## src/hdl/scf_pkg.sv

```systemverilog
// ----------------------------------------------------------------------------
// scf_pkg: shared types and constants for the framed receiver
//
// Holds the byte type and the fixed widths of the frame receiver payload.
// ----------------------------------------------------------------------------
package scf_pkg;

  localparam int BYTE_W = 8;
  localparam int IDX_W  = 6;

  typedef logic [BYTE_W-1:0] byte_t;
  typedef logic [IDX_W-1:0]  idx_t;

  // Sync byte value after reset
  localparam byte_t SYNC_RESET = 8'hFF;

endpackage

```

## src/hdl/sync_checksum_frame_receiver.sv

```systemverilog
// ----------------------------------------------------------------------------
// sync_checksum_frame_receiver: sync-byte framed receiver with sum check
//
// Collects bytes into frames that start with the sync byte, checks the
// additive checksum and streams out good frames byte by byte.
// ----------------------------------------------------------------------------
// A received byte is taken whenever the block is idle: bytes are dropped
// until the sync byte opens a frame, then appended to the frame store. The
// byte that fills the store to FRAME_BYTES starts a check pass that streams
// bytes 1 to FRAME_BYTES-1 through the store's single read port. A good frame
// then leaves byte by byte while the sink is ready; the next byte is read
// only once the output register is empty or its beat is taken (the read
// port feeds the output register). A bad frame whose tail holds another
// sync byte at position k is moved to the front; otherwise the store is
// emptied at once. No input beat is taken during the check, the move or the
// output of a frame. The store needs no clearing pass after reset. The sync
// byte may be written only while the block is idle.
module sync_checksum_frame_receiver #(
  parameter int FRAME_BYTES = 64
) (
  input  logic            clk,
  input  logic            rst_n,
  input  logic            cfg_wr_en,
  input  scf_pkg::byte_t  cfg_wr_data,
  input  logic            in_valid,
  output logic            in_ready,
  input  scf_pkg::byte_t  in_rx_byte,
  output logic            out_valid,
  input  logic            out_ready,
  output scf_pkg::byte_t  out_frame_byte,
  output scf_pkg::idx_t   out_byte_index,
  output logic            out_last_of_frame
);
  import scf_pkg::*;

  localparam int AW = $clog2(FRAME_BYTES);
  localparam int CW = $clog2(FRAME_BYTES + 1);
  localparam logic [AW-1:0] LAST_ADDR = AW'(FRAME_BYTES - 1);
  localparam logic [AW-1:0] CK_ADDR   = AW'(1);
  localparam logic [CW-1:0] FILL_LAST = CW'(FRAME_BYTES - 1);
  localparam logic [CW-1:0] FILL_FULL = CW'(FRAME_BYTES);

  localparam logic [1:0] S_IDLE  = 2'd0;
  localparam logic [1:0] S_CHECK = 2'd1;
  localparam logic [1:0] S_COPY  = 2'd2;
  localparam logic [1:0] S_EMIT  = 2'd3;

  logic [1:0]    state_r, state_nxt;
  logic [CW-1:0] fill_r, fill_nxt;
  byte_t         sync_r;
  logic [AW-1:0] scan_addr_r, scan_addr_nxt;
  logic          issue_r, issue_nxt;
  logic          dv_r, dv_nxt;
  logic [AW-1:0] d_idx_r, d_idx_nxt;
  byte_t         sum_r, sum_nxt;
  byte_t         ck_r, ck_nxt;
  logic          found_r, found_nxt;
  logic [AW-1:0] found_idx_r, found_idx_nxt;
  logic [AW-1:0] dst_r, dst_nxt;
  logic          out_valid_r, out_valid_nxt;
  byte_t         out_byte_r, out_byte_nxt;
  idx_t          out_idx_r, out_idx_nxt;
  logic          out_last_r, out_last_nxt;

  logic          wr_en, rd_en;
  logic [AW-1:0] wr_addr, rd_addr;
  byte_t         wr_data, rd_data;

  logic          in_fire, out_fire;
  byte_t         sum_fin;
  logic          hit_now, found_fin;
  logic [AW-1:0] k_fin;

  scf_store #(
    .DEPTH (FRAME_BYTES),
    .AW    (AW)
  ) u_store (
    .clk     (clk),
    .wr_en   (wr_en),
    .wr_addr (wr_addr),
    .wr_data (wr_data),
    .rd_en   (rd_en),
    .rd_addr (rd_addr),
    .rd_data (rd_data)
  );

  assign in_ready = (state_r == S_IDLE);
  assign in_fire  = in_valid && in_ready;
  assign out_fire = out_valid_r && out_ready;

  // Final checksum and resync point once the last stored byte is read
  assign sum_fin   = sum_r + rd_data;
  assign hit_now   = (rd_data == sync_r);
  assign found_fin = found_r || hit_now;
  assign k_fin     = found_r ? found_idx_r : d_idx_r;

  // Sequencer: accept, check, move and emit
  always_comb begin
    state_nxt     = state_r;
    fill_nxt      = fill_r;
    scan_addr_nxt = scan_addr_r;
    issue_nxt     = issue_r;
    dv_nxt        = 1'b0;
    d_idx_nxt     = d_idx_r;
    sum_nxt       = sum_r;
    ck_nxt        = ck_r;
    found_nxt     = found_r;
    found_idx_nxt = found_idx_r;
    dst_nxt       = dst_r;
    out_valid_nxt = out_valid_r;
    out_byte_nxt  = out_byte_r;
    out_idx_nxt   = out_idx_r;
    out_last_nxt  = out_last_r;
    wr_en         = 1'b0;
    wr_addr       = '0;
    wr_data       = in_rx_byte;
    rd_en         = 1'b0;
    rd_addr       = scan_addr_r;

    unique case (state_r)
      S_IDLE: begin
        if (in_fire) begin
          if (fill_r == '0) begin
            // Hunt for the sync byte
            if (in_rx_byte == sync_r) begin
              wr_en    = 1'b1;
              fill_nxt = CW'(1);
            end
          end else begin
            // Append and start the check on the closing byte
            wr_en    = 1'b1;
            wr_addr  = fill_r[AW-1:0];
            fill_nxt = fill_r + CW'(1);
            if (fill_r == FILL_LAST) begin
              state_nxt     = S_CHECK;
              scan_addr_nxt = CK_ADDR;
              issue_nxt     = 1'b1;
              sum_nxt       = '0;
              found_nxt     = 1'b0;
            end
          end
        end
      end

      S_CHECK: begin
        // Stream bytes 1 to the end through the read port
        if (issue_r) begin
          rd_en     = 1'b1;
          dv_nxt    = 1'b1;
          d_idx_nxt = scan_addr_r;
          if (scan_addr_r == LAST_ADDR) begin
            issue_nxt = 1'b0;
          end else begin
            scan_addr_nxt = scan_addr_r + AW'(1);
          end
        end
        // Capture the checksum byte, accumulate the sum and note the first sync byte past position 0
        if (dv_r) begin
          if (d_idx_r == CK_ADDR) begin
            ck_nxt = rd_data;
          end else begin
            sum_nxt = sum_fin;
          end
          if (!found_r && hit_now) begin
            found_nxt     = 1'b1;
            found_idx_nxt = d_idx_r;
          end
          if (d_idx_r == LAST_ADDR) begin
            if (sum_fin == ck_r) begin
              state_nxt     = S_EMIT;
              scan_addr_nxt = '0;
              issue_nxt     = 1'b1;
            end else if (found_fin) begin
              state_nxt     = S_COPY;
              scan_addr_nxt = k_fin;
              issue_nxt     = 1'b1;
              dst_nxt       = '0;
              fill_nxt      = FILL_FULL - CW'(k_fin);
            end else begin
              state_nxt = S_IDLE;
              fill_nxt  = '0;
            end
          end
        end
      end

      S_COPY: begin
        // Read the tail ahead and write it to the front
        if (issue_r) begin
          rd_en     = 1'b1;
          dv_nxt    = 1'b1;
          d_idx_nxt = scan_addr_r;
          if (scan_addr_r == LAST_ADDR) begin
            issue_nxt = 1'b0;
          end else begin
            scan_addr_nxt = scan_addr_r + AW'(1);
          end
        end
        if (dv_r) begin
          wr_en   = 1'b1;
          wr_addr = dst_r;
          wr_data = rd_data;
          dst_nxt = dst_r + AW'(1);
          if (d_idx_r == LAST_ADDR) begin
            state_nxt = S_IDLE;
          end
        end
      end

      S_EMIT: begin
        // Drop the beat the sink took
        if (out_fire) begin
          out_valid_nxt = 1'b0;
          if (out_last_r) begin
            state_nxt = S_IDLE;
            fill_nxt  = '0;
          end
        end
        // Fetch the next byte once the output register frees up
        if (issue_r && !dv_r && (!out_valid_r || out_fire)) begin
          rd_en     = 1'b1;
          dv_nxt    = 1'b1;
          d_idx_nxt = scan_addr_r;
          if (scan_addr_r == LAST_ADDR) begin
            issue_nxt = 1'b0;
          end else begin
            scan_addr_nxt = scan_addr_r + AW'(1);
          end
        end
        // Load the output register
        if (dv_r) begin
          out_valid_nxt = 1'b1;
          out_byte_nxt  = rd_data;
          out_idx_nxt   = IDX_W'(d_idx_r);
          out_last_nxt  = (d_idx_r == LAST_ADDR);
        end
      end

      default: begin
        state_nxt = S_IDLE;
      end
    endcase
  end

  // Control registers
  always_ff @(posedge clk) begin
    if (!rst_n) begin
      state_r     <= S_IDLE;
      fill_r      <= '0;
      sync_r      <= SYNC_RESET;
      issue_r     <= 1'b0;
      dv_r        <= 1'b0;
      out_valid_r <= 1'b0;
    end else begin
      state_r     <= state_nxt;
      fill_r      <= fill_nxt;
      issue_r     <= issue_nxt;
      dv_r        <= dv_nxt;
      out_valid_r <= out_valid_nxt;
      if (cfg_wr_en) begin
        sync_r <= cfg_wr_data;
      end
    end
  end

  // Datapath registers
  always_ff @(posedge clk) begin
    scan_addr_r <= scan_addr_nxt;
    d_idx_r     <= d_idx_nxt;
    sum_r       <= sum_nxt;
    ck_r        <= ck_nxt;
    found_r     <= found_nxt;
    found_idx_r <= found_idx_nxt;
    dst_r       <= dst_nxt;
    out_byte_r  <= out_byte_nxt;
    out_idx_r   <= out_idx_nxt;
    out_last_r  <= out_last_nxt;
  end

  assign out_valid         = out_valid_r;
  assign out_frame_byte    = out_byte_r;
  assign out_byte_index    = out_idx_r;
  assign out_last_of_frame = out_last_r;

`ifndef SYNTHESIS
  a_no_overlap: assert property (@(posedge clk) disable iff (!rst_n)
    out_valid |-> !in_ready)
    else $error("input accepted while a frame beat is pending");

  a_fill_bound: assert property (@(posedge clk) disable iff (!rst_n)
    (state_r == S_IDLE) |-> (fill_r <= FILL_LAST))
    else $error("fill count reached a full frame while idle");

  a_no_collide: assert property (@(posedge clk) disable iff (!rst_n)
    (rd_en && wr_en) |-> (rd_addr != wr_addr))
    else $error("store read and write hit the same entry");

  a_frame_done: assert property (@(posedge clk) disable iff (!rst_n)
    (out_fire && out_last_of_frame) |=> (in_ready && fill_r == '0))
    else $error("store not emptied after the last frame beat");

  a_load_free: assert property (@(posedge clk) disable iff (!rst_n)
    (dv_r && state_r == S_EMIT) |-> !out_valid_r)
    else $error("output register overwritten before it was taken");
`endif

endmodule

```

## src/hdl/scf_store.sv

```systemverilog
// ----------------------------------------------------------------------------
// scf_store: frame byte store
//
// Simple dual-port memory: one write port and one read port, with the read
// data registered. Contents are undefined until written.
// ----------------------------------------------------------------------------
module scf_store #(
  parameter int DEPTH = 64,
  parameter int AW    = 6
) (
  input  logic            clk,
  input  logic            wr_en,
  input  logic [AW-1:0]   wr_addr,
  input  scf_pkg::byte_t  wr_data,
  input  logic            rd_en,
  input  logic [AW-1:0]   rd_addr,
  output scf_pkg::byte_t  rd_data
);
  import scf_pkg::*;

  byte_t mem [DEPTH];
  byte_t rd_data_r;

  // Write and read the array; a read sees the old data on a same-entry write
  always_ff @(posedge clk) begin
    if (wr_en) begin
      mem[wr_addr] <= wr_data;
    end
    if (rd_en) begin
      rd_data_r <= mem[rd_addr];
    end
  end

  assign rd_data = rd_data_r;

endmodule
```

## config.mk

```make
export PLATFORM = sky130hd
export DESIGN_NAME = sync_checksum_frame_receiver
export DESIGN_NICKNAME = d
export VERILOG_FILES = /design/src/hdl/scf_pkg.sv /design/src/hdl/sync_checksum_frame_receiver.sv /design/src/hdl/scf_store.sv
export SDC_FILE = /design/constraint.sdc
export NUM_CORES = 1
export LEC_CHECK = 0
export BUFFER_PORTS_ARGS = -buffer_cell sky130_fd_sc_hd__buf_2
export CAP_MARGIN = 20
export CORE_MARGIN = 4
export CORE_UTILIZATION = 23
export CTS_BUF_LIST = sky130_fd_sc_hd__clkbuf_2
export DETAILED_ROUTE_END_ITERATION = 6
export HOLD_SLACK_MARGIN = 0.1
export SYNTH_ARGS = -nofsm -noshare
export SYNTH_HDL_FRONTEND = slang
export SYNTH_SLANG_ARGS = --single-unit
```

## constraint.sdc

```tcl
create_clock -name clk -period 3.29 [get_ports clk]
set_input_delay 0.658 -clock clk [delete_from_list [all_inputs] [get_ports clk]]
set_output_delay 0.658 -clock clk [all_outputs]
set_load 0.02 [all_outputs]
```

==> flow_summary.toml <==
[power]
leakage_nw = 9.51
power_density_nw_per_um2 = 697
ir_drop_mv = 0.434

[global_route]
use_met3 = 0.0296
grt_usage = 0.103
grt_pass1_vias = 13800
use_met2 = 0.164
antenna_found_initial = 2
top_usage_layer = "met2"
grt_first_pass_wirelength_microns = 86500
grt_overflow = 0
grt_max_degree = 65
met1_usage = 0.132

[route]
drt_iter0_drc = 1191
post_drt_via_cell_ratio = 4.36
dr_total_vias = 13200
wl_per_cell_microns = 19.0
wl_microns = 57300
firstDrtPassIters = 5
drc = 0
ant_nets = 0

[layout]
layout-drive-gt1-share = 0.354
post-route-util = 0.277
areaGrowthSynthToFinish_pct = 18.9
fin_nets = 1570
design_area_sq_um = 28900
fillers = 10500

[clock_network]
cts_root_buf = "clkbuf_2"
htreeDepth = 4
cts_sinks = 596
cts_buffer_depth = 3
numCtsBuffers = 149
clkTransAtPathRegs_ns = 0.11
tritoncts = "yes"
clk_latency_ns = 1.35

[critical_path]
arrival_ns = 4.19
critPathMaxFanout = 3
endpoint_kind = "flop"
crit_required_ns = 4.28
crit_type = "reg2reg"
cp-start-kind = "flop"

[synth]
synth_area_leaders = "edfxtp_1 71%, mux4_2 16%, dfxtp_1 1.6%"
async_flop_share = 0
synth-seq-cells = 596
synth_cell_types = 57
yosysMostFrequentCell = "edfxtp_1"
avgSynthCellArea_sq_um = 19.7
yosys.area.top_type = "edfxtp_1"
syn-instance-count = 1236
synth_common_cells = "576 x edfxtp_1, 168 x mux4_2, 85 x nor2_1, 59 x nand2_1, 37 x clkbuf_1"
yosys.area.top_type_share = 0.712
synth_nets = 1274
yosys_warnings = 0
synth_area_sq_um = 24300
synth_edf_count = 576
synth_seq_area_share = 0.729
dominantRegCellSynth = "edfxtp_1"

[timing]
tightestPinTransition_ns = 0.918
hold_viol_final = 0
period_share = 0.973
finalClockSkew_ns = 0.113
slew_headroom = 0.388
max_freq_ghz = 0.312
finalSetupViolations = 0
tns_ns = 0
min_period_ns = 3.20
whs_ns = 0.311
worst_slack_ns = 0.0890
final_max_slew_viol_count = 0

[placement]
placed_area_sq_um = 27000
place_congestion = 0.814
io_buffers = 37
dpl.hpwl_microns = 36200
place_ws_ns = 0.0624

[floorplanning]
die_area_sq_um = 111000
rows = 118
fp.dieH_microns = 333
fp.coreArea_sq_um = 104000
start_util = 0.233
dieWidth_microns = 333
ios = 38

[worst_hold_path]
min_path_type = "in2reg"

[run]
maxCapViolCount = 0

[run_status]
status = "completed"
-- final timing paths --
check             cells past startpoint  slack [ns]                 to                from
setup / recovery                     10        0.09         rd_addr[5]  u_store.rd_data[0]
hold / removal                        3        0.31  u_store.mem[8][3]       in_rx_byte[3]
setup reg to reg                     10        0.09         rd_addr[5]  u_store.rd_data[0]
hold reg to reg                       0        0.49     found_idx_r[0]          d_idx_r[0]
-- routing by layer --
| layer | routed length, microns | part of all wire |
|---|---|---|
| met2 | 27700 | 0.48 |
| met1 | 24100 | 0.42 |
| met4 | 1440 | 0.025 |
| met3 | 4040 | 0.071 |
| met5 | 0 | 0 |
-- flip-flops by register name, indices dropped and copies added, names as in the netlist --
name,count
out_byte_index,6
out_frame_byte,8
dst_r,6
u_store.rd_data,8
rd_addr,6
sum_r,8
fill_r,7
dv_r,1
issue_r,1
sync_r,8
out_valid,1
ck_r,8
found_idx_r,6
found_r,1
u_store.mem,512
out_last_of_frame,1
d_idx_r,6
state_r,2
-- critical path: stages, from the launching register on --
cell and delay [ns]:
edfxtp_1 0.42, ha_1 0.23, fa_2 0.38, a21o_1 0.21, a221oi_2 0.31, xnor3_1 0.31
nor4_4 0.33, nand3_2 0.15, o211ai_1 0.27, buf_4 0.18, o22ai_1 0.06
-- timing repair --
action | 4_1_cts | 5_1_grt
hold buffers | 43 | 0
buffers inserted | 1 | 3
hold endpoints to repair | 363 | 0
pin swaps | 1 | 5
endpoints found under the setup margin | 5 | 5
gates resized for setup | 2 | 3
gates cloned | 0 | 0
-- through the flow --
stage,instances,total power [mW]
2_1_floorplan,1236,13.2
3_3_place_gp,2714,15.2
3_5_place_dp,2714,15.3
4_1_cts,3009,20.3
5_1_grt,3023,21.2
6_report,3023,20.1
-- placed cells by master (no fill, tap or decap), types with 12 or more instances in the layout --
cell type | synthesis | routed
buf_4 | 0 | 116
nand3_1 | 30 | 29
clkinv_1 | 0 | 24
xnor2_1 | 22 | 22
clkbuf_2 | 0 | 207
buf_2 | 9 | 37
mux2i_1 | 17 | 17
ha_1 | 16 | 16
xor2_1 | 18 | 18
o21ai_0 | 18 | 18
dfxtp_1 | 20 | 20
edfxtp_1 | 576 | 576
and2_1 | 12 | 12
a21oi_1 | 22 | 21
nor2_1 | 85 | 85
mux4_2 | 168 | 168
nand2_1 | 59 | 51
inv_1 | 12 | 12
dlygate4sd3_1 | 0 | 43
-- where the power goes --
part,internal (mW),total [mW],switching [mW]
Clock,1.95,4.89,2.93
Sequential,8.68,8.92,0.247
Combinational,2.93,6.33,3.40
Total,13.6,20.1,6.58
-- layout make-up --
cell class	count	area, sq um	area share
antenna	11	27.5	0.000953
clock inverter	44	294	0.0102
clock buffer	207	1040	0.0359
timing repair buffer	207	1710	0.0591
multi-input combinational	565	6340	0.220
inverter	13	48.8	0.00169
tap	1380	1730	0.0598
sequential	596	17700	0.613
-- kinds of logic after synthesis --
family                   count (synthesis)  synth area share
XOR/XNOR                                44            0.0181
flip-flops                             596             0.729
adder cells (fa/ha/maj)                 17           0.00907
AND/OR/NAND/NOR                        224            0.0416
buffers and inverters                   75            0.0124
AO/OA/AOI/OAI                           93            0.0266
multiplexers                           187             0.164
No activity file was read; power rests on OpenSTA's default activity.
